$ cat src/hw/rtl/lcpd_pkg.sv
// Types and constants of the line-camera PD steering block.
package lcpd_pkg;

    localparam int NUM_ZONES = 6;
    localparam int COUNT_W   = 6;
    localparam int ERR_W     = 9;
    localparam int DIFF_W    = ERR_W + 1;
    localparam int GAIN_W    = 8;
    localparam int PW_W      = 12;
    localparam int THR_W     = 7;
    localparam int DUTY_W    = 15;
    localparam int CFG_W     = 12;
    localparam int CFG_IDX_W = 3;

    // Scan window and zone bounds, left-3 first.
    localparam int SCAN_FIRST = 10;
    localparam int SCAN_LAST  = 109;
    localparam int ZONE_LO [NUM_ZONES] = '{8, 14, 26, 65, 91, 117};
    localparam int ZONE_HI [NUM_ZONES] = '{13, 25, 64, 90, 116, 122};
    localparam int ZONE_WEIGHT [NUM_ZONES] = '{15, 5, 2, -2, -5, -15};

    localparam logic [DUTY_W-1:0] PWM_PERIOD = 15'd20000;

    // Configuration register indexes.
    localparam logic [CFG_IDX_W-1:0] REG_KP         = 3'd0;
    localparam logic [CFG_IDX_W-1:0] REG_KD         = 3'd1;
    localparam logic [CFG_IDX_W-1:0] REG_SETPOINT   = 3'd2;
    localparam logic [CFG_IDX_W-1:0] REG_LOST_THR   = 3'd3;
    localparam logic [CFG_IDX_W-1:0] REG_CLAMP_LOW  = 3'd4;
    localparam logic [CFG_IDX_W-1:0] REG_CLAMP_HIGH = 3'd5;
    localparam logic [CFG_IDX_W-1:0] REG_LEFT_DUTY  = 3'd6;
    localparam logic [CFG_IDX_W-1:0] REG_RIGHT_DUTY = 3'd7;

    typedef enum logic [1:0] {
        SIDE_CENTRE = 2'd0,
        SIDE_LEFT   = 2'd1,
        SIDE_RIGHT  = 2'd2
    } t_side;

    typedef struct packed {
        logic [GAIN_W-1:0] kp;
        logic [GAIN_W-1:0] kd;
        logic [PW_W-1:0]   setpoint;
        logic [THR_W-1:0]  lost_threshold;
        logic [PW_W-1:0]   clamp_low;
        logic [PW_W-1:0]   clamp_high;
        logic [PW_W-1:0]   left_limit_duty;
        logic [PW_W-1:0]   right_limit_duty;
    } t_cfg;

    localparam t_cfg CFG_RESET = '{
        kp:               8'd24,
        kd:               8'd8,
        setpoint:         12'd1300,
        lost_threshold:   7'd5,
        clamp_low:        12'd1124,
        clamp_high:       12'd1790,
        left_limit_duty:  12'd1100,
        right_limit_duty: 12'd1500
    };

    // Zone counts of one finished line.
    typedef struct packed {
        logic [NUM_ZONES-1:0][COUNT_W-1:0] counts;
    } t_line;

    typedef struct packed {
        logic [DUTY_W-1:0]       duty_us;
        logic signed [ERR_W-1:0] line_error;
        logic                    line_lost;
    } t_result;

endpackage

$ cat src/hw/rtl/lcpd_fifo.sv
// Small register queue with a first-word-fall-through read side.
module lcpd_fifo #(
    parameter int WIDTH = 8,
    parameter int DEPTH = 4
) (
    input  logic             i_clk,
    input  logic             i_rst_n,
    input  logic             i_wr,
    input  logic [WIDTH-1:0] i_wdata,
    input  logic             i_rd,
    output logic [WIDTH-1:0] o_rdata,
    output logic             o_full,
    output logic             o_empty
);
    // DEPTH must be a power of two so that the pointers wrap on their own.
    localparam int AW = $clog2(DEPTH);

    logic [WIDTH-1:0] r_mem [DEPTH];
    logic [AW-1:0]    r_wr_ptr;
    logic [AW-1:0]    r_rd_ptr;
    logic [AW:0]      r_count;
    logic             wr_en;
    logic             rd_en;

    assign o_full  = (r_count == (AW+1)'(DEPTH));
    assign o_empty = (r_count == '0);
    assign wr_en   = i_wr && !o_full;
    assign rd_en   = i_rd && !o_empty;
    assign o_rdata = r_mem[r_rd_ptr];

    always_ff @(posedge i_clk) begin
        if (!i_rst_n) begin
            r_wr_ptr <= '0;
            r_rd_ptr <= '0;
            r_count  <= '0;
        end else begin
            if (wr_en) begin
                r_wr_ptr <= r_wr_ptr + 1'b1;
            end
            if (rd_en) begin
                r_rd_ptr <= r_rd_ptr + 1'b1;
            end
            case ({wr_en, rd_en})
                2'b10:   r_count <= r_count + 1'b1;
                2'b01:   r_count <= r_count - 1'b1;
                default: r_count <= r_count;
            endcase
        end
    end

    always_ff @(posedge i_clk) begin
        if (wr_en) begin
            r_mem[r_wr_ptr] <= i_wdata;
        end
    end

endmodule

$ cat src/hw/rtl/lcpd_front.sv
// Pixel front end: scan position, zone counting and line hand-off.
module lcpd_front #(
    parameter int LINE_PIXELS = 127
) (
    input  logic          i_clk,
    input  logic          i_rst_n,
    input  logic          i_accept,
    input  logic          i_pixel_dark,
    input  logic          i_last_pixel,
    output logic          o_line_push,
    output lcpd_pkg::t_line o_line
);
    import lcpd_pkg::*;

    localparam int PIX_W = $clog2(LINE_PIXELS + 1);

    logic [PIX_W-1:0]   r_pos;
    logic [COUNT_W-1:0] r_counts [NUM_ZONES];
    logic [PIX_W-1:0]   n_pos;
    logic [COUNT_W-1:0] n_counts [NUM_ZONES];
    logic [COUNT_W-1:0] cnt_inc  [NUM_ZONES];
    logic               in_scan;
    logic [NUM_ZONES-1:0] hit;

    always_comb begin
        in_scan = (int'(r_pos) >= SCAN_FIRST) && (int'(r_pos) <= SCAN_LAST);
        for (int z = 0; z < NUM_ZONES; z++) begin
            hit[z] = i_pixel_dark && in_scan &&
                     (int'(r_pos) >= ZONE_LO[z]) && (int'(r_pos) <= ZONE_HI[z]);
            cnt_inc[z] = r_counts[z] + COUNT_W'(hit[z]);
            o_line.counts[z] = cnt_inc[z];
        end

        n_pos       = r_pos;
        o_line_push = 1'b0;
        for (int z = 0; z < NUM_ZONES; z++) begin
            n_counts[z] = r_counts[z];
        end

        if (i_accept) begin
            if (i_last_pixel) begin
                o_line_push = 1'b1;
                n_pos       = '0;
                for (int z = 0; z < NUM_ZONES; z++) begin
                    n_counts[z] = '0;
                end
            end else begin
                for (int z = 0; z < NUM_ZONES; z++) begin
                    n_counts[z] = cnt_inc[z];
                end
                if (r_pos < PIX_W'(LINE_PIXELS)) begin
                    n_pos = r_pos + 1'b1;
                end
            end
        end
    end

    always_ff @(posedge i_clk) begin
        if (!i_rst_n) begin
            r_pos <= '0;
            for (int z = 0; z < NUM_ZONES; z++) begin
                r_counts[z] <= '0;
            end
        end else begin
            r_pos <= n_pos;
            for (int z = 0; z < NUM_ZONES; z++) begin
                r_counts[z] <= n_counts[z];
            end
        end
    end

endmodule

$ cat src/hw/rtl/lcpd_back.sv
// Steering back end: error, PD products and duty selection in three stages.
module lcpd_back (
    input  logic              i_clk,
    input  logic              i_rst_n,
    input  lcpd_pkg::t_cfg    i_cfg,
    input  lcpd_pkg::t_line   i_line,
    input  logic              i_line_empty,
    output logic              o_line_pop,
    output logic              o_res_push,
    output lcpd_pkg::t_result o_res,
    input  logic              i_res_full
);
    import lcpd_pkg::*;

    localparam int ACC_W = ERR_W + 2;
    localparam int TOT_W = COUNT_W + 3;
    localparam int PK_W  = GAIN_W + ERR_W;
    localparam int PDK_W = GAIN_W + DIFF_W;
    localparam int PD_W  = PDK_W + 1;
    localparam int V_W   = PD_W + 2;

    logic adv;

    // Stage one: weighted error and lost decision.
    logic signed [ACC_W-1:0]  acc;
    logic [TOT_W-1:0]         tot;
    logic signed [ERR_W-1:0]  s1_e;
    logic signed [DIFF_W-1:0] s1_diff;
    logic                     s1_lost;

    logic                     r_v1;
    logic signed [ERR_W-1:0]  r_s1_e;
    logic signed [DIFF_W-1:0] r_s1_diff;
    logic                     r_s1_lost;
    t_side                    r_s1_side;
    logic signed [ERR_W-1:0]  r_prev;
    t_side                    r_side;
    t_side                    n_side;

    // Stage two: products.
    logic                     r_v2;
    logic signed [PK_W-1:0]   r_s2_pk;
    logic signed [PDK_W-1:0]  r_s2_pdk;
    logic signed [ERR_W-1:0]  r_s2_e;
    logic                     r_s2_lost;
    t_side                    r_s2_side;

    // Stage three: duty.
    logic signed [PD_W-1:0]   pd;
    logic signed [V_W-1:0]    v;
    logic [V_W-5:0]           duty_pos;
    logic [V_W-5:0]           duty_lo;
    logic [PW_W-1:0]          duty_seen;
    logic [PW_W-1:0]          n_last_duty;
    logic [PW_W-1:0]          r_last_duty;

    assign adv        = !(r_v2 && i_res_full);
    assign o_line_pop = adv && !i_line_empty;
    assign o_res_push = adv && r_v2;

    always_comb begin
        acc = '0;
        tot = '0;
        for (int z = 0; z < NUM_ZONES; z++) begin
            acc = acc + ACC_W'(ZONE_WEIGHT[z]) *
                        $signed({{(ACC_W-COUNT_W){1'b0}}, i_line.counts[z]});
            tot = tot + TOT_W'(i_line.counts[z]);
        end
        s1_e    = acc[ERR_W-1:0];
        s1_diff = DIFF_W'(s1_e) - DIFF_W'(r_prev);
        s1_lost = (tot < TOT_W'(i_cfg.lost_threshold));

        if (s1_e == '0) begin
            n_side = SIDE_CENTRE;
        end else if (s1_e[ERR_W-1]) begin
            n_side = SIDE_RIGHT;
        end else begin
            n_side = SIDE_LEFT;
        end
    end

    always_comb begin
        pd = PD_W'(r_s2_pk) + PD_W'(r_s2_pdk);
        v  = $signed({{(V_W-PW_W-4){1'b0}}, i_cfg.setpoint, 4'b0000}) - V_W'(pd);
        // Arithmetic shift by four floors; a negative value saturates to zero.
        duty_pos = v[V_W-1] ? '0 : v[V_W-1:4];
        if (duty_pos < (V_W-4)'(i_cfg.clamp_low)) begin
            duty_lo = (V_W-4)'(i_cfg.left_limit_duty);
        end else begin
            duty_lo = duty_pos;
        end
        if (duty_lo > (V_W-4)'(i_cfg.clamp_high)) begin
            duty_seen = i_cfg.right_limit_duty;
        end else begin
            duty_seen = duty_lo[PW_W-1:0];
        end

        if (r_s2_lost) begin
            case (r_s2_side)
                SIDE_LEFT:  n_last_duty = i_cfg.left_limit_duty;
                SIDE_RIGHT: n_last_duty = i_cfg.right_limit_duty;
                default:    n_last_duty = r_last_duty;
            endcase
        end else begin
            n_last_duty = duty_seen;
        end

        o_res.duty_us    = PWM_PERIOD - DUTY_W'(n_last_duty);
        o_res.line_error = r_s2_e;
        o_res.line_lost  = r_s2_lost;
    end

    always_ff @(posedge i_clk) begin
        if (!i_rst_n) begin
            r_v1        <= 1'b0;
            r_v2        <= 1'b0;
            r_prev      <= '0;
            r_side      <= SIDE_CENTRE;
            r_last_duty <= '0;
        end else begin
            if (adv) begin
                r_v1 <= !i_line_empty;
                r_v2 <= r_v1;
            end
            if (o_line_pop && !s1_lost) begin
                r_prev <= s1_e;
                r_side <= n_side;
            end
            if (o_res_push) begin
                r_last_duty <= n_last_duty;
            end
        end
    end

    always_ff @(posedge i_clk) begin
        if (adv) begin
            r_s1_e    <= s1_e;
            r_s1_diff <= s1_diff;
            r_s1_lost <= s1_lost;
            r_s1_side <= r_side;
            r_s2_pk   <= $signed({1'b0, i_cfg.kp}) * r_s1_e;
            r_s2_pdk  <= $signed({1'b0, i_cfg.kd}) * r_s1_diff;
            r_s2_e    <= r_s1_e;
            r_s2_lost <= r_s1_lost;
            r_s2_side <= r_s1_side;
        end
    end

endmodule

$ cat src/hw/rtl/line_camera_pd_steering.sv
// Line-camera PD steering: one pixel per item in, one servo result per line out.
// Throughput: one pixel item per clock; a line-end item may follow another every clock;
// both hold only while the line queue is not full. A line's result reaches the head of
// the result queue after the line queue and the three back-end stages (error, multiply, duty).
// Reset (synchronous, active low) loads the register defaults, clears the scan
// position, zone counts, previous error, remembered side and duty, and empties both queues.
module line_camera_pd_steering #(
    parameter int LINE_PIXELS = 127,
    parameter int QUEUE_DEPTH = 4
) (
    input  logic                           i_clk,
    input  logic                           i_rst_n,

    // Pixel items.
    input  logic                           push,
    output logic                           full,
    input  logic                           i_pixel_dark,
    input  logic                           i_last_pixel,

    // Result items.
    output logic                           empty,
    input  logic                           pop,
    output logic [lcpd_pkg::DUTY_W-1:0]    o_duty_us,
    output logic signed [lcpd_pkg::ERR_W-1:0] o_line_error,
    output logic                           o_line_lost,

    // Register writes.
    input  logic                           i_cfg_we,
    input  logic [lcpd_pkg::CFG_IDX_W-1:0] i_cfg_addr,
    input  logic [lcpd_pkg::CFG_W-1:0]     i_cfg_data
);
    import lcpd_pkg::*;

    t_cfg    r_cfg;
    logic    in_accept;
    logic    line_push;
    t_line   line_in;
    t_line   line_head;
    logic    line_empty;
    logic    line_pop;
    logic    res_push;
    logic    res_full;
    t_result res_in;
    t_result res_head;

    // Register file. The user must write it only while the block is idle; the block does
    // not enforce this, and the back end reads these values directly.
    always_ff @(posedge i_clk) begin
        if (!i_rst_n) begin
            r_cfg <= CFG_RESET;
        end else if (i_cfg_we) begin
            case (i_cfg_addr)
                REG_KP:         r_cfg.kp               <= i_cfg_data[GAIN_W-1:0];
                REG_KD:         r_cfg.kd               <= i_cfg_data[GAIN_W-1:0];
                REG_SETPOINT:   r_cfg.setpoint         <= i_cfg_data[PW_W-1:0];
                REG_LOST_THR:   r_cfg.lost_threshold   <= i_cfg_data[THR_W-1:0];
                REG_CLAMP_LOW:  r_cfg.clamp_low        <= i_cfg_data[PW_W-1:0];
                REG_CLAMP_HIGH: r_cfg.clamp_high       <= i_cfg_data[PW_W-1:0];
                REG_LEFT_DUTY:  r_cfg.left_limit_duty  <= i_cfg_data[PW_W-1:0];
                REG_RIGHT_DUTY: r_cfg.right_limit_duty <= i_cfg_data[PW_W-1:0];
                default:        r_cfg                  <= r_cfg;
            endcase
        end
    end

    // The front end stalls only when the line queue is full. Ordinary pixels
    // never touch the queue, but holding them too keeps the rule simple.
    assign in_accept = push && !full;

    lcpd_front #(
        .LINE_PIXELS (LINE_PIXELS)
    ) u_front (
        .i_clk        (i_clk),
        .i_rst_n      (i_rst_n),
        .i_accept     (in_accept),
        .i_pixel_dark (i_pixel_dark),
        .i_last_pixel (i_last_pixel),
        .o_line_push  (line_push),
        .o_line       (line_in)
    );

    // Finished lines wait here for the back end.
    lcpd_fifo #(
        .WIDTH ($bits(t_line)),
        .DEPTH (QUEUE_DEPTH)
    ) u_line_q (
        .i_clk   (i_clk),
        .i_rst_n (i_rst_n),
        .i_wr    (line_push),
        .i_wdata (line_in),
        .i_rd    (line_pop),
        .o_rdata (line_head),
        .o_full  (full),
        .o_empty (line_empty)
    );

    // The back end advances as one pipe and holds while its last stage has a
    // result and the result queue is full.
    lcpd_back u_back (
        .i_clk        (i_clk),
        .i_rst_n      (i_rst_n),
        .i_cfg        (r_cfg),
        .i_line       (line_head),
        .i_line_empty (line_empty),
        .o_line_pop   (line_pop),
        .o_res_push   (res_push),
        .o_res        (res_in),
        .i_res_full   (res_full)
    );

    // Results wait here until the consumer pops them.
    lcpd_fifo #(
        .WIDTH ($bits(t_result)),
        .DEPTH (QUEUE_DEPTH)
    ) u_res_q (
        .i_clk   (i_clk),
        .i_rst_n (i_rst_n),
        .i_wr    (res_push),
        .i_wdata (res_in),
        .i_rd    (pop),
        .o_rdata (res_head),
        .o_full  (res_full),
        .o_empty (empty)
    );

    assign o_duty_us    = res_head.duty_us;
    assign o_line_error = res_head.line_error;
    assign o_line_lost  = res_head.line_lost;

endmodule

$ cat config.mk
export PLATFORM = sky130hd
export DESIGN_NAME = line_camera_pd_steering
export DESIGN_NICKNAME = d
export VERILOG_FILES = /design/src/hw/rtl/lcpd_pkg.sv /design/src/hw/rtl/lcpd_fifo.sv /design/src/hw/rtl/lcpd_front.sv /design/src/hw/rtl/lcpd_back.sv /design/src/hw/rtl/line_camera_pd_steering.sv
export SDC_FILE = /design/constraint.sdc
export NUM_CORES = 1
export LEC_CHECK = 0
export BUFFER_PORTS_ARGS = -buffer_cell sky130_fd_sc_hd__buf_2
export CAP_MARGIN = 15
export CORE_ASPECT_RATIO = 1.75
export CORE_UTILIZATION = 40
export DETAILED_ROUTE_END_ITERATION = 8
export PLACE_DENSITY_LB_ADDON = 0.25
export SYNTH_ARGS = -nofsm -noshare
export SYNTH_HDL_FRONTEND = slang
export SYNTH_SLANG_ARGS = --single-unit
$ cat constraint.sdc
create_clock -name i_clk -period 7.3 [get_ports i_clk]
set_input_delay 0.365 -clock i_clk [delete_from_list [all_inputs] [get_ports i_clk]]
set_output_delay 0.365 -clock i_clk [all_outputs]
set_load 0.01 [all_outputs]
# After elaboration in Yosys (flattened, before gate mapping)
# Memory sizes are Yosys's and may differ from the RTL's. A register that Yosys moved wholly into a read port is not among the register bits.
# Cells that the tools add are included.
totals:
  elab_cells: 183
  regBits: 198
  n_memories: 3
  ramBits: 280
  out_inout_bits: 27
  in_bits: 22
classes:
  magnitude_cmp: 18
  multipliers: 6
  n_eq_ne: 15
  addsub: 30
  n_mux: 31
  reduce_logical: 45
  bitwise_logic: 6
mem_list:
  columns: ["memory", "words", "word_bits", "rd", "rd_clocked_by_memory_dff", "wr", "line_no", "text"]
  rows:
  - ["u_line_q.r_mem", 4, 36, 1, 1, 1, "lcpd_fifo.sv:18", "logic [WIDTH-1:0] r_mem [DEPTH];"]
  - ["u_res_q.r_mem", 4, 25, 1, 1, 1, "lcpd_fifo.sv:18", null]
  - ["u_front.r_counts", 6, 6, 6, 0, 6, "lcpd_front.sv:18", "logic [COUNT_W-1:0] r_counts [NUM_ZONES];"]
ops:
  columns: ["cell", "n"]
  rows:
  - ["two-way mux 36 bit", 2]
  - ["adder 6 x 1 -> 6 bit", 6]
  - ["adder 9 x 6 -> 9 bit", 4]
  - ["adder 9 bit", 4]
  - ["two-way mux 6 bit", 6]
  - ["<= comparator 7 bit, second input constant", 5]
  - ["two-way mux 12 bit", 2]
  - ["one-hot mux 12 bit (2 select lines)", 1]
  - ["logical AND 1 bit", 23]
  - [">= comparator 7 x 4 -> 1 bit, second input constant", 3]
  - [">= comparator 7 bit, second input constant", 3]
  - ["subtractor 17 x 19 -> 20 bit", 1]
  - ["adder 17 x 18 -> 19 bit", 1]
  - ["equality test 3 bit, second input constant", 6]
  - ["multiplier 9 x 10 -> 18 bit", 1]
  - ["AND reduction 2 bit", 9]
  - ["> comparator 17 x 12 -> 1 bit", 1]
  - ["< comparator 17 x 12 -> 1 bit", 1]
  - ["multiplier 9 x 9 -> 17 bit", 1]
  - ["two-way mux 17 bit", 1]
  - ["two-way mux 16 bit", 1]
  - ["subtractor 15 x 12 -> 15 bit, first input constant", 1]
  - ["two-way mux 7 bit", 2]
  - ["two-way mux 2 bit", 6]
  - ["28 further kinds", 60]

# Longest topological paths before layout
depth:
  ltp_word: 9
  ltp_mapped: 36
  mapped_depth_nobuf: 36

# Hierarchy
# From an unflattened synthesis, not the netlist that was laid out.
hier_totals:
  hier_cells: 2537
  hier_area_um2: 30130.1
by_module_without_submodules:
  columns: ["module", "n_inst", "seq_area_each_um2", "area_per_inst_um2", "cells_per_inst"]
  rows:
  - ["lcpd_back", 1, 2572.5, 14616.5, 1520]
  - ["lcpd_fifo (u_line_q)", 1, 4504.3, 5720.5, 242]
  - ["lcpd_fifo (u_res_q)", 1, 3183.1, 4126.5, 185]
  - ["line_camera_pd_steering", 1, 1661.6, 3220.6, 307]
  - ["lcpd_front", 1, 860.8, 2446.1, 283]

# Least setup slack after synthesis
# No wires, ideal clock.
synth_timing:
  path_type: "register to register"
  startpoint: "register with a tool-made name"
  endpoint: "register u_back.r_s1_diff[9] (data pin)"
  synth_period_minus_slack_ns: 7.740
  setup_time_ns: 0.260
  slack_ns: -0.440
  required_ns: 7.040
  t_arrival_ns: 7.480
  stages_incl_launch_ff: 24
  n_path_buf: 3
  cell_sequence: "dfxtp_1 clkbuf_1 clkbuf_1 buf_1 mux4_2 fa_1 inv_1 fa_1 inv_1 fa_1 fa_1 inv_1 fa_1 inv_1 fa_1 ha_1 a21oi_1 o21bai_1 a21o_1 a21oi_1 xnor2_1 xnor2_1 ha_1 mux2_2"
synth_rtl:
  columns: ["item", "line_no", "text"]
  rows:
  - ["end signal, assigned", "lcpd_back.sv:138", "r_s1_diff <= s1_diff;"]
  - ["end, declared", "lcpd_back.sv:33", "logic signed [DIFF_W-1:0] r_s1_diff;"]

==> impl_results.rst <==
.. list-table::
   :header-rows: 1

   * - Metric
     - Value
   * - Slowest cell delay on critical path
     - 0.53 ns
   * - Primary flip-flop cell chosen by synthesis mapping
     - edfxtp_1
   * - Area after DPL
     - 0.0317 mm²
   * - Die boundary width
     - 208 µm
   * - HPWL after detailed placement
     - 56100 µm
   * - Clock tree from TritonCTS
     - yes
   * - Placer's final routability congestion estimate
     - 0.944
   * - Critical Path Most Common Cell
     - ha_4
   * - CTS Buffer Depth
     - 3
   * - ANT nets after route
     - 0
   * - Global-route wire length before repair
     - 117000 µm
   * - Cell at the slowest stage of the critical path
     - fa_1
   * - Crit path DAT
     - 7.54 ns
   * - Final global-route overflow total
     - 0
   * - DR DRC count
     - 0
   * - Clock-pin slew on the worst setup and hold paths
     - 0.07 ns
   * - Cell family contributing the most delay on the critical path
     - compound AO/OA/AOI/OAI gates
   * - Max Fclk
     - 0.139 GHz
   * - Number of global-route vias before repair
     - 21500
   * - Post-detailed-route via-to-cell ratio
     - 5.21
   * - Biggest area contributors in the synthesized netlist
     - edfxtp_1, fa_1, dfxtp_1
   * - Ratio of cells with drive above 1 in the final layout
     - 0.163
   * - Required arrival time at the worst endpoint
     - 7.64 ns
   * - Total wirelength of the detailed-routed design
     - 74800 µm
   * - Inserted Clock Buffers
     - 48
   * - Final Max Tran Viols
     - 0
   * - Avg WL per Cell
     - 19.8 µm
   * - Total Routing Usage GR
     - 0.202
   * - Area of the die
     - 0.0751 mm²
   * - Number of input and output port buffers inserted
     - 48
   * - Cell area after synthesis
     - 0.0296 mm²
   * - Routed via count
     - 19700
   * - First-pass iteration count of the detailed router
     - 7
   * - Number of max-cap violations
     - 0
   * - Finished layout cell area
     - 0.0341 mm²
   * - Count of synthesis-stage warnings from yosys
     - 0
   * - Final setup vio count
     - 0
   * - Antenna diode count
     - 0
   * - Crit Path Category
     - reg -> reg
   * - Number of storage elements in the synthesis netlist
     - 482
   * - Effective utilization at floorplan
     - 0.405
   * - CP startpoint kind
     - flip-flop
   * - Clk_lat worst skew
     - 0.62 ns
   * - Sequential area share after synthesis
     - 0.432
   * - R2r startpoint
     - u_back.r_s2_pk[4]
   * - Class of the tightest hold or removal check
     - in -> reg
   * - 1st-iter DRT viols
     - 896
   * - Launch point of the critical path
     - u_back.r_s2_pk[4]
   * - Yosys top cell by area
     - edfxtp_1
   * - Count of buffering cells on the critical path with inverters included
     - 4
   * - Async set-or-reset flop fraction in the synthesized netlist
     - 0
   * - Hold worst-path end
     - r_cfg[9]
   * - Site row count
     - 131
   * - Post-CTS Hold Buffers
     - 0
   * - Result of the run
     - finished clean
   * - Synthesized Nets
     - 3087
   * - Actual transition at the worst max-transition pin
     - 1.11 ns
   * - Number of antenna violations at the first check in global routing
     - 0
   * - Endpoint of the most critical register-to-register path
     - u_res_q.r_mem[1][20]
   * - Area share of the leading cell type in the synthesized netlist
     - 0.317
   * - Number of unique standard cell types used by synthesis
     - 83
   * - Placeable core region
     - 0.0731 mm²
   * - Number of ports placed on the die boundary
     - 49
   * - Layout-stage area growth over the synthesis result
     - 15.2%
   * - Startpoint of the tightest hold check path
     - i_cfg_data[9]
   * - Period utilization
     - 0.986
   * - Count of nets after finishing
     - 3251
   * - Number of standard cells after synthesis
     - 2640
   * - Headroom to the max-slew limit
     - 0.255
   * - Number of levels the H-tree was split into
     - 2
   * - EDFF count, synth
     - 313
   * - Mean cell area of the mapped netlist
     - 11.2 µm²
   * - Final hold viol count
     - 0
   * - FF-to-FF setup slack
     - 0.10 ns
   * - Number of sinks driven by the clock tree
     - 482
   * - Unrepaired setup endpoints after global routing
     - true
   * - WHS Path Cells
     - 3
   * - Critical path endpoint category
     - flip-flop
   * - Buffer cell driving the clock tree root
     - clkbuf_16
   * - Worst-case clock skew
     - 0.0354 ns
   * - Height of the chip
     - 362 µm
   * - # fillers
     - 6668
   * - Minimum period implied by the final worst setup slack
     - 7.20 ns
   * - Critical-path maximum fanout
     - 6
   * - Pin count of the biggest net entering global routing
     - 72
   * - Worst R2R Path Depth
     - 34
cell usage after synthesis (4+ instances only):
cell type and instances:
a211o_1 6, a211oi_1 17, a21o_1 22, a21oi_1 149
a221oi_1 4, a22oi_1 30, a31oi_1 7, and2_1 78
and3_1 21, buf_1 7, buf_2 4, clkbuf_1 77
clkbuf_2 7, dfxtp_1 169, edfxtp_1 313, fa_1 194
ha_1 231, inv_1 380, mux2_2 4, mux2i_1 8
mux4_2 61, nand2_1 303, nand2b_1 18, nand3_1 50
nand3b_1 13, nand4_1 7, nor2_1 130, nor2b_1 16
nor3_1 24, nor3b_1 7, nor4_1 4, o211ai_1 19
o21a_1 8, o21ai_0 45, o21bai_1 12, or3_1 6
xnor2_1 84, xor2_1 40
registers in the layout (all words and copies together) (netlist names), 3 cells and up, named ones only:
signal and cells:
u_back.r_s1_diff 10, u_front.r_pos 7, u_front.r_counts 36, u_back.r_s2_pdk 18, u_line_q.r_count 3, u_res_q.r_mem 100, u_res_q.r_count 3, u_back.r_s2_pk 17
u_back.r_prev 9, u_back.r_last_duty 12, u_back.r_s2_e 9, r_cfg 83, u_back.r_s1_e 9, u_line_q.r_mem 144
layer usage:
| metal | routed length [µm] | global-route usage |
|---|---|---|
| met5 | 0 | 0 |
| met4 | 4400 | 0.116 |
| met3 | 1920 | 0.0198 |
| met2 | 42600 | 0.408 |
| met1 | 25900 | 0.196 |
placed cells by master, fill, tap and decap left out, types with 7 or more instances in the layout:
cell type,synthesis,routed
o21ai_0,45,41
nand4_1,7,7
nand3b_1,13,13
ha_4,0,13
o211ai_1,19,19
buf_2,4,48
fa_1,194,193
o21a_1,8,7
mux4_2,61,61
and3_1,21,16
a21oi_2,2,10
mux2i_1,8,8
nand2b_1,18,17
inv_1,380,376
nand3_1,50,47
nand2_1,303,301
dfxtp_1,169,166
nor2b_1,16,16
a21oi_1,149,139
edfxtp_1,313,313
nor3b_1,7,7
and2_1,78,77
buf_4,0,152
clkinv_2,0,8
clkbuf_16,0,48
nor2_2,1,9
nor2_1,130,119
clkbuf_1,77,11
a211oi_1,17,15
o21bai_1,12,12
nor3_1,24,14
ha_1,231,217
a22oi_1,30,29
xnor2_1,84,78
a31oi_1,7,7
a21o_1,22,22
xor2_1,40,36
stage by stage:
step                setup TNS (ns)  setup slack [ns]  utilization  hold WS [ns]  instances
floorplan                        0             0.167            -         0.400       2640
global placement             -4.17            -0.196        0.433         0.413       3652
detailed placement          -11.98            -0.373        0.433         0.417       3652
CTS                              0          0.000265        0.461        0.0369       3764
global route                 -8.33            -0.271        0.466        0.0633       3774
finish                           0             0.101        0.466        0.0829       3774
what timing repair did:
| item | 4_1_cts | 5_1_grt |
|---|---|---|
| endpoints found under the setup margin | 48 | 61 |
| gates resized for setup | 61 | 51 |
| gates cloned | 1 | 0 |
| pin swaps | 38 | 36 |
| buffers inserted | 22 | 9 |
worst register-to-register path: cells and delay by family (launching register included):
kind,cells,cell delay [ns]
AOI/OAI and AO/OA,14,3.07
xor gates and xnor gates,1,0.16
adders and majority gates,5,1.33
buffers and inverters,4,0.40
DFF,1,0.40
muxes,1,0.36
and+or+nand+nor,9,1.22
how the worst max path moves through the flow:
stage | to | slack (ns) | cells past startpoint
2_1_floorplan | u_res_q.r_mem[0][20] | 0.17 | 31
3_3_place_gp | u_res_q.r_mem[2][21] | -0.20 | 29
3_5_place_dp | u_res_q.r_mem[0][21] | -0.37 | 29
4_1_cts | u_res_q.r_mem[1][20] | 0.0003 | 34
5_1_grt | u_res_q.r_mem[2][20] | -0.27 | 34
6_report | u_res_q.r_mem[1][20] | 0.10 | 34
cells by family (layout without fill, tap and decap cells):
| group | Yosys count | after routing | synth area share |
|---|---|---|---|
| other cells | 1 | 1 | 0.000127 |
| simple gates | 687 | 687 | 0.107 |
| buf+inv | 476 | 678 | 0.0608 |
| xor+xnor | 124 | 124 | 0.0367 |
| fa+ha+maj | 425 | 425 | 0.229 |
| mux | 75 | 75 | 0.0516 |
| compound gates | 370 | 371 | 0.0829 |
| flops | 482 | 482 | 0.432 |
area by class of cell:
class	instances	area [µm²]	share of cell area
timing repair buffer	208	1500	0.0439
clock inverter	27	287	0.00840
sequential	482	12800	0.375
clock buffer	62	1280	0.0377
tap	931	1160	0.0342
multi-input combinational	1683	15600	0.459
inverter	381	1430	0.0420
Power is left out: the tool's default activity adds up to more than one toggle a clock period on the data nets, which glitch-free logic cannot reach.
